$ cat src/rtl/scpr_pkg.sv
package scpr_pkg;

	localparam int COST_W      = 16;
	localparam int IDX_W       = 8;
	localparam int CNT_W       = 9;
	localparam int MAX_DISP    = 256;
	localparam int CONF_W      = 17;
	localparam int QUO_W       = 16;
	localparam int DEN_W       = 19;
	localparam int REM_W       = DEN_W + 1;
	localparam int DIV_STEPS   = QUO_W;
	localparam int STEP_W      = $clog2(DIV_STEPS);
	localparam int COUNT_RESET = 64;
	localparam int ADDR_W      = 3;
	localparam int DATA_W      = 32;

	localparam logic [ADDR_W-1:0] REG_DISPARITY_COUNT = ADDR_W'(0);

	// controller to datapath
	typedef struct packed {
		logic take;
		logic load;
		logic step;
		logic emit;
	} scpr_cmd_t;

	// datapath to controller
	typedef struct packed {
		logic last;
	} scpr_status_t;

endpackage

$ cat src/rtl/stereo_cost_peak_ratio_confidence_top.sv
// Peak-ratio stereo confidence. Costs of one pixel stream in on the input
// channel, one disparity per item in order 0, 1, 2, ..., disparity_count of
// them (register at address 0, clamped to 2..256, reset 64). One result per
// pixel follows the last cost: confidence = min(second/smallest, 5)/5 with 16
// fraction bits (65536 = 1.0, 0 when the smallest cost is zero), the first
// best disparity, its cost and the costs either side, which are zero unless
// neighbours_valid. Costs are taken at one per cycle unless held off. The ratio
// comes from a one-bit-per-cycle divider whose quotient is then registered into
// the result register; the divider runs alongside the scan of the next pixel,
// the last cost of a pixel being held off while the divider or a result
// waiting at the output is still occupied.
module stereo_cost_peak_ratio_confidence_top
	import scpr_pkg::*;
(
	input  logic              clk,
	input  logic              arst_n,
	input  logic              psel,
	input  logic              penable,
	input  logic              pwrite,
	input  logic [ADDR_W-1:0] paddr,
	input  logic [DATA_W-1:0] pwdata,
	output logic [DATA_W-1:0] prdata,
	output logic              pready,
	input  logic              in_valid,
	output logic              in_stall,
	input  logic [COST_W-1:0] cost,
	output logic              out_valid,
	input  logic              out_stall,
	output logic [CONF_W-1:0] confidence,
	output logic [IDX_W-1:0]  best_disparity,
	output logic [COST_W-1:0] lowest_cost,
	output logic [COST_W-1:0] cost_before,
	output logic [COST_W-1:0] cost_after,
	output logic              neighbours_valid
);

	logic [CNT_W-1:0] count_q;
	logic             sel_count;
	scpr_cmd_t        cmd;
	scpr_status_t     status;

	assign pready    = 1'b1;
	assign sel_count = ({paddr[ADDR_W-1:2], 2'b00} == REG_DISPARITY_COUNT);
	assign prdata    = sel_count ? DATA_W'(count_q) : '0;

	always_ff @(posedge clk or negedge arst_n) begin
		if (!arst_n) begin
			count_q <= CNT_W'(COUNT_RESET);
		end else if (psel && penable && pwrite && pready && sel_count) begin
			count_q <= pwdata[CNT_W-1:0];
		end
	end

	scpr_ctrl u_ctrl (
		.clk       (clk),
		.arst_n    (arst_n),
		.in_valid  (in_valid),
		.in_stall  (in_stall),
		.out_valid (out_valid),
		.out_stall (out_stall),
		.status    (status),
		.cmd       (cmd)
	);

	scpr_dp u_dp (
		.clk              (clk),
		.arst_n           (arst_n),
		.cmd              (cmd),
		.status           (status),
		.disparity_count  (count_q),
		.cost             (cost),
		.confidence       (confidence),
		.best_disparity   (best_disparity),
		.lowest_cost      (lowest_cost),
		.cost_before      (cost_before),
		.cost_after       (cost_after),
		.neighbours_valid (neighbours_valid)
	);

endmodule

$ cat src/rtl/scpr_ctrl.sv
module scpr_ctrl
	import scpr_pkg::*;
(
	input  logic         clk,
	input  logic         arst_n,
	input  logic         in_valid,
	output logic         in_stall,
	output logic         out_valid,
	input  logic         out_stall,
	input  scpr_status_t status,
	output scpr_cmd_t    cmd
);

	typedef enum logic [1:0] {
		ST_FREE,
		ST_RUN,
		ST_HOLD
	} state_t;

	state_t              state_q;
	logic [STEP_W-1:0]   step_q;
	logic                out_valid_q;

	// the last item of a pixel waits while the divider is occupied
	assign in_stall  = status.last && (state_q != ST_FREE);
	assign cmd.take  = in_valid && !in_stall;
	assign cmd.load  = cmd.take && status.last;
	assign cmd.step  = (state_q == ST_RUN);
	assign cmd.emit  = (state_q == ST_HOLD) && (!out_valid_q || !out_stall);
	assign out_valid = out_valid_q;

	always_ff @(posedge clk or negedge arst_n) begin
		if (!arst_n) begin
			state_q     <= ST_FREE;
			step_q      <= '0;
			out_valid_q <= 1'b0;
		end else begin
			case (state_q)
				ST_FREE: begin
					if (cmd.load) begin
						state_q <= ST_RUN;
						step_q  <= '0;
					end
				end
				ST_RUN: begin
					step_q <= step_q + 1'b1;
					if (step_q == STEP_W'(DIV_STEPS - 1)) begin
						state_q <= ST_HOLD;
					end
				end
				ST_HOLD: begin
					if (cmd.emit) begin
						state_q <= ST_FREE;
					end
				end
				default: begin
					state_q <= ST_FREE;
				end
			endcase
			if (cmd.emit) begin
				out_valid_q <= 1'b1;
			end else if (!out_stall) begin
				out_valid_q <= 1'b0;
			end
		end
	end

endmodule

$ cat src/rtl/scpr_dp.sv
module scpr_dp
	import scpr_pkg::*;
(
	input  logic              clk,
	input  logic              arst_n,
	input  scpr_cmd_t         cmd,
	output scpr_status_t      status,
	input  logic [CNT_W-1:0]  disparity_count,
	input  logic [COST_W-1:0] cost,
	output logic [CONF_W-1:0] confidence,
	output logic [IDX_W-1:0]  best_disparity,
	output logic [COST_W-1:0] lowest_cost,
	output logic [COST_W-1:0] cost_before,
	output logic [COST_W-1:0] cost_after,
	output logic              neighbours_valid
);

	// scan state
	logic [IDX_W-1:0]  d_q;
	logic [COST_W-1:0] min_q, second_q, prev_q, left_q, right_q;
	logic [IDX_W-1:0]  min_idx_q;
	logic              rc_q;

	logic [COST_W-1:0] min_n, second_n, left_n, right_n;
	logic [IDX_W-1:0]  min_idx_n;
	logic              rc_n;
	logic [CNT_W-1:0]  n_eff;
	logic [CNT_W-1:0]  d_next;
	logic              nb_valid_n;

	// divider
	logic [REM_W-1:0]  rem_q;
	logic [DEN_W-1:0]  den_q;
	logic [QUO_W-1:0]  quo_q;
	logic              zero_q, sat_q;
	logic [IDX_W-1:0]  best_q;
	logic [COST_W-1:0] dmin_q, before_q, after_q;
	logic              nbv_q;
	logic [DEN_W-1:0]  den_n;
	logic [REM_W-1:0]  shifted;

	// result register
	logic [CONF_W-1:0] conf_q;
	logic [IDX_W-1:0]  res_best_q;
	logic [COST_W-1:0] res_min_q, res_before_q, res_after_q;
	logic              res_nbv_q;

	always_comb begin
		if (disparity_count < CNT_W'(2)) begin
			n_eff = CNT_W'(2);
		end else if (disparity_count > CNT_W'(MAX_DISP)) begin
			n_eff = CNT_W'(MAX_DISP);
		end else begin
			n_eff = disparity_count;
		end
	end

	assign d_next      = {1'b0, d_q} + 1'b1;
	assign status.last = (d_next >= n_eff);

	always_comb begin
		min_n     = min_q;
		second_n  = second_q;
		left_n    = left_q;
		right_n   = right_q;
		min_idx_n = min_idx_q;
		rc_n      = rc_q;
		if (d_q == '0) begin
			min_n     = cost;
			min_idx_n = '0;
			second_n  = '1;
			left_n    = '0;
			right_n   = '0;
			rc_n      = 1'b0;
		end else begin
			if (!rc_q) begin
				right_n = cost;
			end
			rc_n = 1'b1;
			if (cost < min_q) begin
				second_n  = min_q;
				min_n     = cost;
				min_idx_n = d_q;
				left_n    = prev_q;
				rc_n      = 1'b0;
			end else if (cost < second_q) begin
				second_n = cost;
			end
		end
	end

	assign nb_valid_n = (min_idx_n != '0) && (({1'b0, min_idx_n} + 1'b1) < n_eff);
	assign den_n      = {min_n, 2'b00} + DEN_W'(min_n);
	assign shifted    = {rem_q[REM_W-2:0], 1'b0};

	always_ff @(posedge clk or negedge arst_n) begin
		if (!arst_n) begin
			d_q <= '0;
		end else if (cmd.take) begin
			d_q <= status.last ? '0 : d_next[IDX_W-1:0];
		end
	end

	always_ff @(posedge clk) begin
		if (cmd.take) begin
			min_q     <= min_n;
			second_q  <= second_n;
			left_q    <= left_n;
			right_q   <= right_n;
			min_idx_q <= min_idx_n;
			rc_q      <= rc_n;
			prev_q    <= cost;
		end
		if (cmd.load) begin
			rem_q    <= REM_W'(second_n);
			den_q    <= den_n;
			quo_q    <= '0;
			zero_q   <= (min_n == '0);
			sat_q    <= (DEN_W'(second_n) >= den_n);
			best_q   <= min_idx_n;
			dmin_q   <= min_n;
			before_q <= nb_valid_n ? left_n : '0;
			after_q  <= nb_valid_n ? right_n : '0;
			nbv_q    <= nb_valid_n;
		end else if (cmd.step) begin
			if (shifted >= {1'b0, den_q}) begin
				rem_q <= shifted - {1'b0, den_q};
				quo_q <= {quo_q[QUO_W-2:0], 1'b1};
			end else begin
				rem_q <= shifted;
				quo_q <= {quo_q[QUO_W-2:0], 1'b0};
			end
		end
		if (cmd.emit) begin
			if (zero_q) begin
				conf_q <= '0;
			end else if (sat_q) begin
				conf_q <= {1'b1, {QUO_W{1'b0}}};
			end else begin
				conf_q <= {1'b0, quo_q};
			end
			res_best_q   <= best_q;
			res_min_q    <= dmin_q;
			res_before_q <= before_q;
			res_after_q  <= after_q;
			res_nbv_q    <= nbv_q;
		end
	end

	assign confidence       = conf_q;
	assign best_disparity   = res_best_q;
	assign lowest_cost      = res_min_q;
	assign cost_before      = res_before_q;
	assign cost_after       = res_after_q;
	assign neighbours_valid = res_nbv_q;

endmodule
$ cat config.mk
export PLATFORM = sky130hd
export DESIGN_NAME = stereo_cost_peak_ratio_confidence_top
export DESIGN_NICKNAME = d
export VERILOG_FILES = /design/src/rtl/scpr_pkg.sv /design/src/rtl/stereo_cost_peak_ratio_confidence_top.sv /design/src/rtl/scpr_ctrl.sv /design/src/rtl/scpr_dp.sv
export SDC_FILE = /design/constraint.sdc
export NUM_CORES = 1
export LEC_CHECK = 0
export BUFFER_PORTS_ARGS = -buffer_cell sky130_fd_sc_hd__buf_2
export CAP_MARGIN = 10
export CORE_ASPECT_RATIO = 0.6
export CORE_UTILIZATION = 59
export CTS_CLUSTER_DIAMETER = 80
export DETAILED_ROUTE_END_ITERATION = 6
export GPL_TIMING_DRIVEN = 0
export HOLD_SLACK_MARGIN = 0.1
export PLACE_DENSITY = 0.8
export SETUP_SLACK_MARGIN = 0.15
export SLEW_MARGIN = 20
export SYNTH_ARGS = -nofsm -noshare
export SYNTH_HDL_FRONTEND = slang
export SYNTH_SLANG_ARGS = --single-unit
$ cat constraint.sdc
create_clock -name clk -period 7.7 [get_ports clk]
set_input_delay 0 -clock clk [delete_from_list [all_inputs] [get_ports clk]]
set_output_delay 0 -clock clk [all_outputs]
set_load 0.01 [all_outputs]
* After elaboration in Yosys (flattened, before gate mapping)
Cells that the tools add are included.
** Cells by class
- Add/subtract/negate cells :: 5
- Magnitude comparators :: 8
- Eq/ne operators :: 7
- Muxes and demuxes :: 29
- Bitwise operators :: 1
- Reduce and logical (&&, ||, !) cells :: 22
** Operators with widths (count)
- 16-bit 2-to-1 mux :: 11
- 16-bit < comparator :: 2
- 9-bit 2-to-1 mux :: 3
- 8-bit 2-to-1 mux :: 3
- 20-bit by 19-bit greater-or-equal comparator with 1-bit output :: 1
- 18-bit by 16-bit adder with 19-bit output :: 1
- 16-bit by 19-bit greater-or-equal comparator with 1-bit output :: 1
- 19-bit 2-to-1 mux :: 1
- 19-bit subtractor :: 1
- 8-bit by 1-bit adder with 9-bit output, second input constant :: 2
- 17-bit 2-to-1 mux :: 1
- 16-bit logical NOT :: 1
- 9-bit greater-or-equal comparator :: 1
- 9-bit > comparator, second input constant :: 1
- 9-bit by 2-bit < comparator with 1-bit output, second input constant :: 1
- 9-bit < comparator :: 1
- 1-bit logical AND :: 8
- 8-bit logical NOT :: 1
- 4-bit one-hot mux with 2 select lines :: 1
- 8-bit nonzero test :: 1
- 2-bit 2-to-1 mux :: 3
- 2-bit one-hot mux with 3 select lines :: 1
- 2-bit nonzero test :: 3
- 4-bit by 1-bit adder with 4-bit output, second input constant :: 1
- 14 further kinds :: 21
** Word-level totals
- Flip-flop bits (word level) :: 300
- Bits of input ports :: 58
- Output and inout port bits :: 109
- Logic and storage cells :: 102

* Longest topological paths before layout
- Depth after elaboration :: 10
- Depth in mapped cells :: 31

* By module
Synthesis repeated with hierarchy kept, for this count alone.
** Unflattened totals
- Cell total of the unflattened synthesis :: 1278
- Area total of the unflattened synthesis :: 15227.1 sq um
** By module, submodules not included
- scpr_dp :: times used 1, cells each 1191, area each 14273.7 sq um, sequential area each 8237.9 sq um
- stereo_cost_peak_ratio_confidence_top :: times used 1, cells each 54, area each 618.1 sq um, sequential area each 226.5 sq um
- scpr_ctrl :: times used 1, cells each 33, area each 335.3 sq um, sequential area each 175.2 sq um

* Worst setup path after synthesis
Ideal clock, no wire load.
- Path type :: reg-to-reg
- Start :: register u_dp.min_q[6]
- End :: register u_dp.sat_q (data pin)
- Arrival :: 5.582 ns
- Required time :: 7.446 ns
- Setup slack :: 1.864 ns
- Stages on the path, launching flop included :: 32
- Path buffers :: 2
- Period minus slack after synthesis :: 5.836 ns
- Cells stage by stage :: edfxtp_1 > inv_1 > ha_1 > and2_1 > a221oi_1 > o21ai_1 > a211oi_1 > buf_2 > buf_2 > nor3_1 > a21oi_1 > inv_1 > ha_1 > a21o_1 > a21o_1 > maj3_1 > maj3_1 > nor3_2 > o31ai_1 > or3_1 > a21o_1 > xnor2_1 > ha_1 > a21oi_1 > nor2b_1 > o21ai_0 > nand2b_1 > a21oi_1 > o21ai_0 > nand3_1 > a31oi_1 > o21a_1
** Between the ends
- Longest elaborated chain between the ends :: 5
- Elaborated cells between the ends (all ways) :: 7
- Classes of those cells :: 1 x add/sub; 2 x order compare; 4 x mux
** Ends and longest elaborated chain
- start: declaration :: line scpr_dp.sv:20 : logic [COST_W-1:0] min_q, second_q, prev_q, left_q, right_q;
- start signal: assignment :: line scpr_dp.sv:106 : min_q <= min_n;
- 16-bit < comparator :: line scpr_dp.sv:80 : if (cost < min_q) begin
- 16-bit 2-to-1 mux :: line scpr_dp.sv:80
- 16-bit 2-to-1 mux :: line scpr_dp.sv:68 : if (d_q == '0) begin
- net u_dp.min_n[3] :: line scpr_dp.sv:24 : logic [COST_W-1:0] min_n, second_n, left_n, right_n;
- 18-bit by 16-bit adder with 19-bit output :: line scpr_dp.sv:93 : assign den_n = {min_n, 2'b00} + DEN_W'(min_n);
- 16-bit by 19-bit greater-or-equal comparator with 1-bit output :: line scpr_dp.sv:119 : sat_q <= (DEN_W'(second_n) >= den_n);
- end signal: assignment :: line scpr_dp.sv:119
- end: declaration :: line scpr_dp.sv:35 : logic zero_q, sat_q;
The timed path passes the listed nets, and every way through them passes these cells.
A chain may end at the register's enable or synchronous reset.

* Worst setup path in the final report
- Start :: register u_dp.min_q[7]
- End :: register u_dp.sat_q (data pin)
Same word-level chain as after synthesis.

==> run_results.csv <==
group,metric,value,unit
route,drc_errors,0,
finish,final_common_cell,"edfxtp_1",
yosys,synth_area_leaders,"edfxtp_1 50%, ha_1 8.1%, dfrtp_1 3.7%",
flow_run,cap_violations,0,
finish,nFillCells,1784,
setup_path,critPathSlowestCell,"maj3_1",
placement,port_buffers,116,
clock_tree,tritoncts,"built",
route,drtPass1Iterations,6,
timing,finalSetupTns,0,ns
finish,final_cell_mix,"255 x edfxtp_1, 140 x buf_2, 99 x ha_1, 88 x nand2_1, 77 x inv_1",
setup_path,critical_path_arrival,7.51,ns
finish,multi_input_area,0.00608,sq mm
timing,period_share,0.935,
placement,hpwl,26100,microns
finish,antenna_cells,0,
timing,slew_violations,0,
yosys,synth_edf_count,255,
yosys,synth_warnings,0,
global_routing,grt_pass1_vias,10300,
yosys,synth-async-reset-ratio,0.0805,
yosys,syn_area_per_cell,12.0,sq um
yosys,netlist_area,0.0154,sq mm
finish,drive_gt1_frac,0.190,
global_routing,grt_pass1_wl,57100,microns
timing,rsz0062_at_grt,"false",
global_routing,grt.busiest_layer,"met1",
finish,syn2layout_area_growth,16.4,%
clock_tree,ctsRootBufferMaster,"clkbuf_16",
timing,worstMarginPinSlew,1.04,ns
clock_tree,clock-sinks,298,
route,vias,11100,
floorplanning,die_y,127,microns
finish,final-seq-area,0.00864,sq mm
route,wire_per_inst,19.9,microns
timing,finalSetupViolCount,0,
global_routing,grt_use_met3,0.0639,
floorplanning,ios,167,
yosys,synth.distinct_cells,81,
power,powerDensity,510,mW/mm^2
floorplanning,initial_utilization,0.604,
clock_tree,cts_buffers,28,
setup_path,required,8.01,ns
global_routing,grt_max_degree,60,
global_routing,antenna_found_initial,0,
yosys,synth_seq_area_share,0.562,
setup_path,critPathMostFrequentCell,"ha_1",
floorplanning,core,0.0254,sq mm
global_routing,grt-ovfl-total,0,
hold_path,hold_path_class,"in -> reg",
yosys,syn_inst,1281,
floorplanning,die_w,210,microns
placement,gp_congestion,0.941,
global_routing,grtUsageMet1,0.428,
setup_path,cp_max_fo,10,
setup_path,crit_path_max_incr_delay,0.37,ns
finish,utilization,0.703,
clock_tree,ctsLongestPathBuffers,3,
floorplanning,dieArea,0.0267,sq mm
route,wirelength,36900,microns
setup_path,critPathKind,"reg -> reg",
finish,num-nets-final,1645,
global_routing,grt_usage,0.275,
timing,skew,0.0132,ns
clock_tree,clk_pin_slew,0.07,ns
floorplanning,num_rows,45,
timing,hold_violations,0,
global_routing,grt_use_met2,0.394,
timing,period_needed,7.20,ns
timing,max_freq,0.139,GHz
yosys,synth_ff_type,"edfxtp_1",
outcome,status,"finished, final reports clean",
power,p_leak,0.00744,uW
route,drtIter0Drc,1292,
setup_path,endpoint_kind,"register",
yosys,synth_top_area_frac,0.498,
yosys,post-synth-top-area-cell,"edfxtp_1",
clock_tree,htree_levels,1,
clock_tree,clk_latency,0.55,ns
route,via_per_inst,5.94,
yosys,ys_ff_latch,298,
timing,slew-limit-headroom,0.298,
power,ir_drop,0.000331,V
setup_path,startpoint_type,"register",
route,final_antenna_net_count,0,
-- logic make-up (layout without fill, tap and decap cells) --
family          count (synthesis)  after routing  share of synthesized area
compound gates                198            198                     0.0864
xor+xnor                       46             46                     0.0262
fa+ha+maj                     108            108                     0.0878
mux                            76             76                     0.0568
flops                         298            298                      0.562
other cells                     2             24                   0.000489
buf+inv                       162            367                     0.0496
simple gates                  391            391                      0.131
-- layer usage --
| metal | part of all wire | up-vias |
|---|---|---|
| met5 | 0 | - |
| met2 | 0.43 | 549 |
| li1 | - | 5103 |
| met4 | 0.016 | 0 |
| met1 | 0.46 | 5351 |
| met3 | 0.096 | 53 |
-- final timing paths --
kind	start	to	slack [ns]	depth (start not counted)
setup / recovery	u_dp.min_q[7]	u_dp.sat_q	0.50	31
hold / removal	pwrite	count_q[7]	0.14	3
setup reg to reg	u_dp.min_q[7]	u_dp.sat_q	0.50	31
hold reg to reg	u_dp.after_q[5]	u_dp.cost_after[5]	0.42	0
max in group asynchronous	arst_n	u_ctrl.state_q[1]	7.06	4
min in group asynchronous	arst_n	count_q[8]	0.48	4
-- state kept, by name, summed over array words and instances (netlist names), 4 cells and up --
register,cells
u_ctrl.step_q,4
count_q,9
u_dp.before_q,16
u_dp.lowest_cost,16
u_dp.best_q,8
u_dp.d_q,8
u_dp.dmin_q,14
u_dp.quo_q,16
u_dp.right_q,16
u_dp.confidence,17
u_dp.min_idx_q,8
u_dp.prev_q,16
u_dp.best_disparity,8
u_dp.after_q,16
u_dp.second_q,16
u_dp.cost_before,16
u_dp.min_q,16
u_dp.rem_q,19
u_dp.den_q,19
u_dp.left_q,16
u_dp.cost_after,16
-- report_power, final --
part           leakage (uW)  internal [uW]  switching [uW]
logic               0.00414           1970            3080
clock network      0.000444            764             620
registers           0.00285           2480             202
-- through the flow --
step	cell area, sq um	hold WS [ns]	total power [uW]	worst slack (ns)	cells
4_1_cts	17800	0.124	8970	0.427	1858
6_report	17900	0.145	9110	0.499	1860
2_1_floorplan	15400	-0.296	6210	1.86	1303
5_1_grt	17900	0.177	9680	0.177	1860
3_3_place_gp	16500	0.0220	7300	0.279	1771
3_5_place_dp	16600	0.0270	7530	0.196	1776
-- worst max-delay path, delay by kind of cell, from the launching register on --
kind / cells / cell delay [ns]
buf+inv: 5 / 1.10
simple gates: 6 / 0.80
flops: 1 / 0.36
xor+xnor: 1 / 0.20
fa+ha+maj: 5 / 1.62
compound gates: 14 / 2.88
-- synth_stat cells, drive strengths merged, types with 9 or more instances --
| cell type | number |
|---|---|
| buf | 56 |
| a21oi | 44 |
| nor2b | 21 |
| o21ai | 66 |
| clkbuf | 24 |
| nor3 | 70 |
| nor2 | 75 |
| xor2 | 19 |
| nand3 | 32 |
| and2 | 19 |
| dfxtp | 19 |
| a311oi | 11 |
| nand2b | 9 |
| nor4 | 17 |
| edfxtp | 255 |
| mux2 | 35 |
| nand2 | 89 |
| ha | 99 |
| inv | 81 |
| xnor2 | 27 |
| a21o | 26 |
| nor4b | 12 |
| nand4 | 15 |
| mux2i | 41 |
| dfrtp | 23 |
| and3 | 10 |
-- area by class of cell --
| type | count | share of cell area |
|---|---|---|
| Sequential cell | 298 | 0.483 |
| Multi-Input combinational cell | 843 | 0.340 |
| Timing Repair Buffer | 153 | 0.0579 |
| Clock buffer | 33 | 0.0414 |
| Buffer | 80 | 0.0256 |
| Tap cell | 352 | 0.0246 |
| Inverter | 82 | 0.0174 |
| Clock inverter | 19 | 0.00980 |
-- timing repair --
action,4_1_cts,5_1_grt
pin swaps,0,1
setup buffers,0,2
hold buffers,30,0
setup endpoints to repair,1,1
endpoints found under the hold margin,113,0
resized for setup,1,3
(Power assumes the default switching activity.)
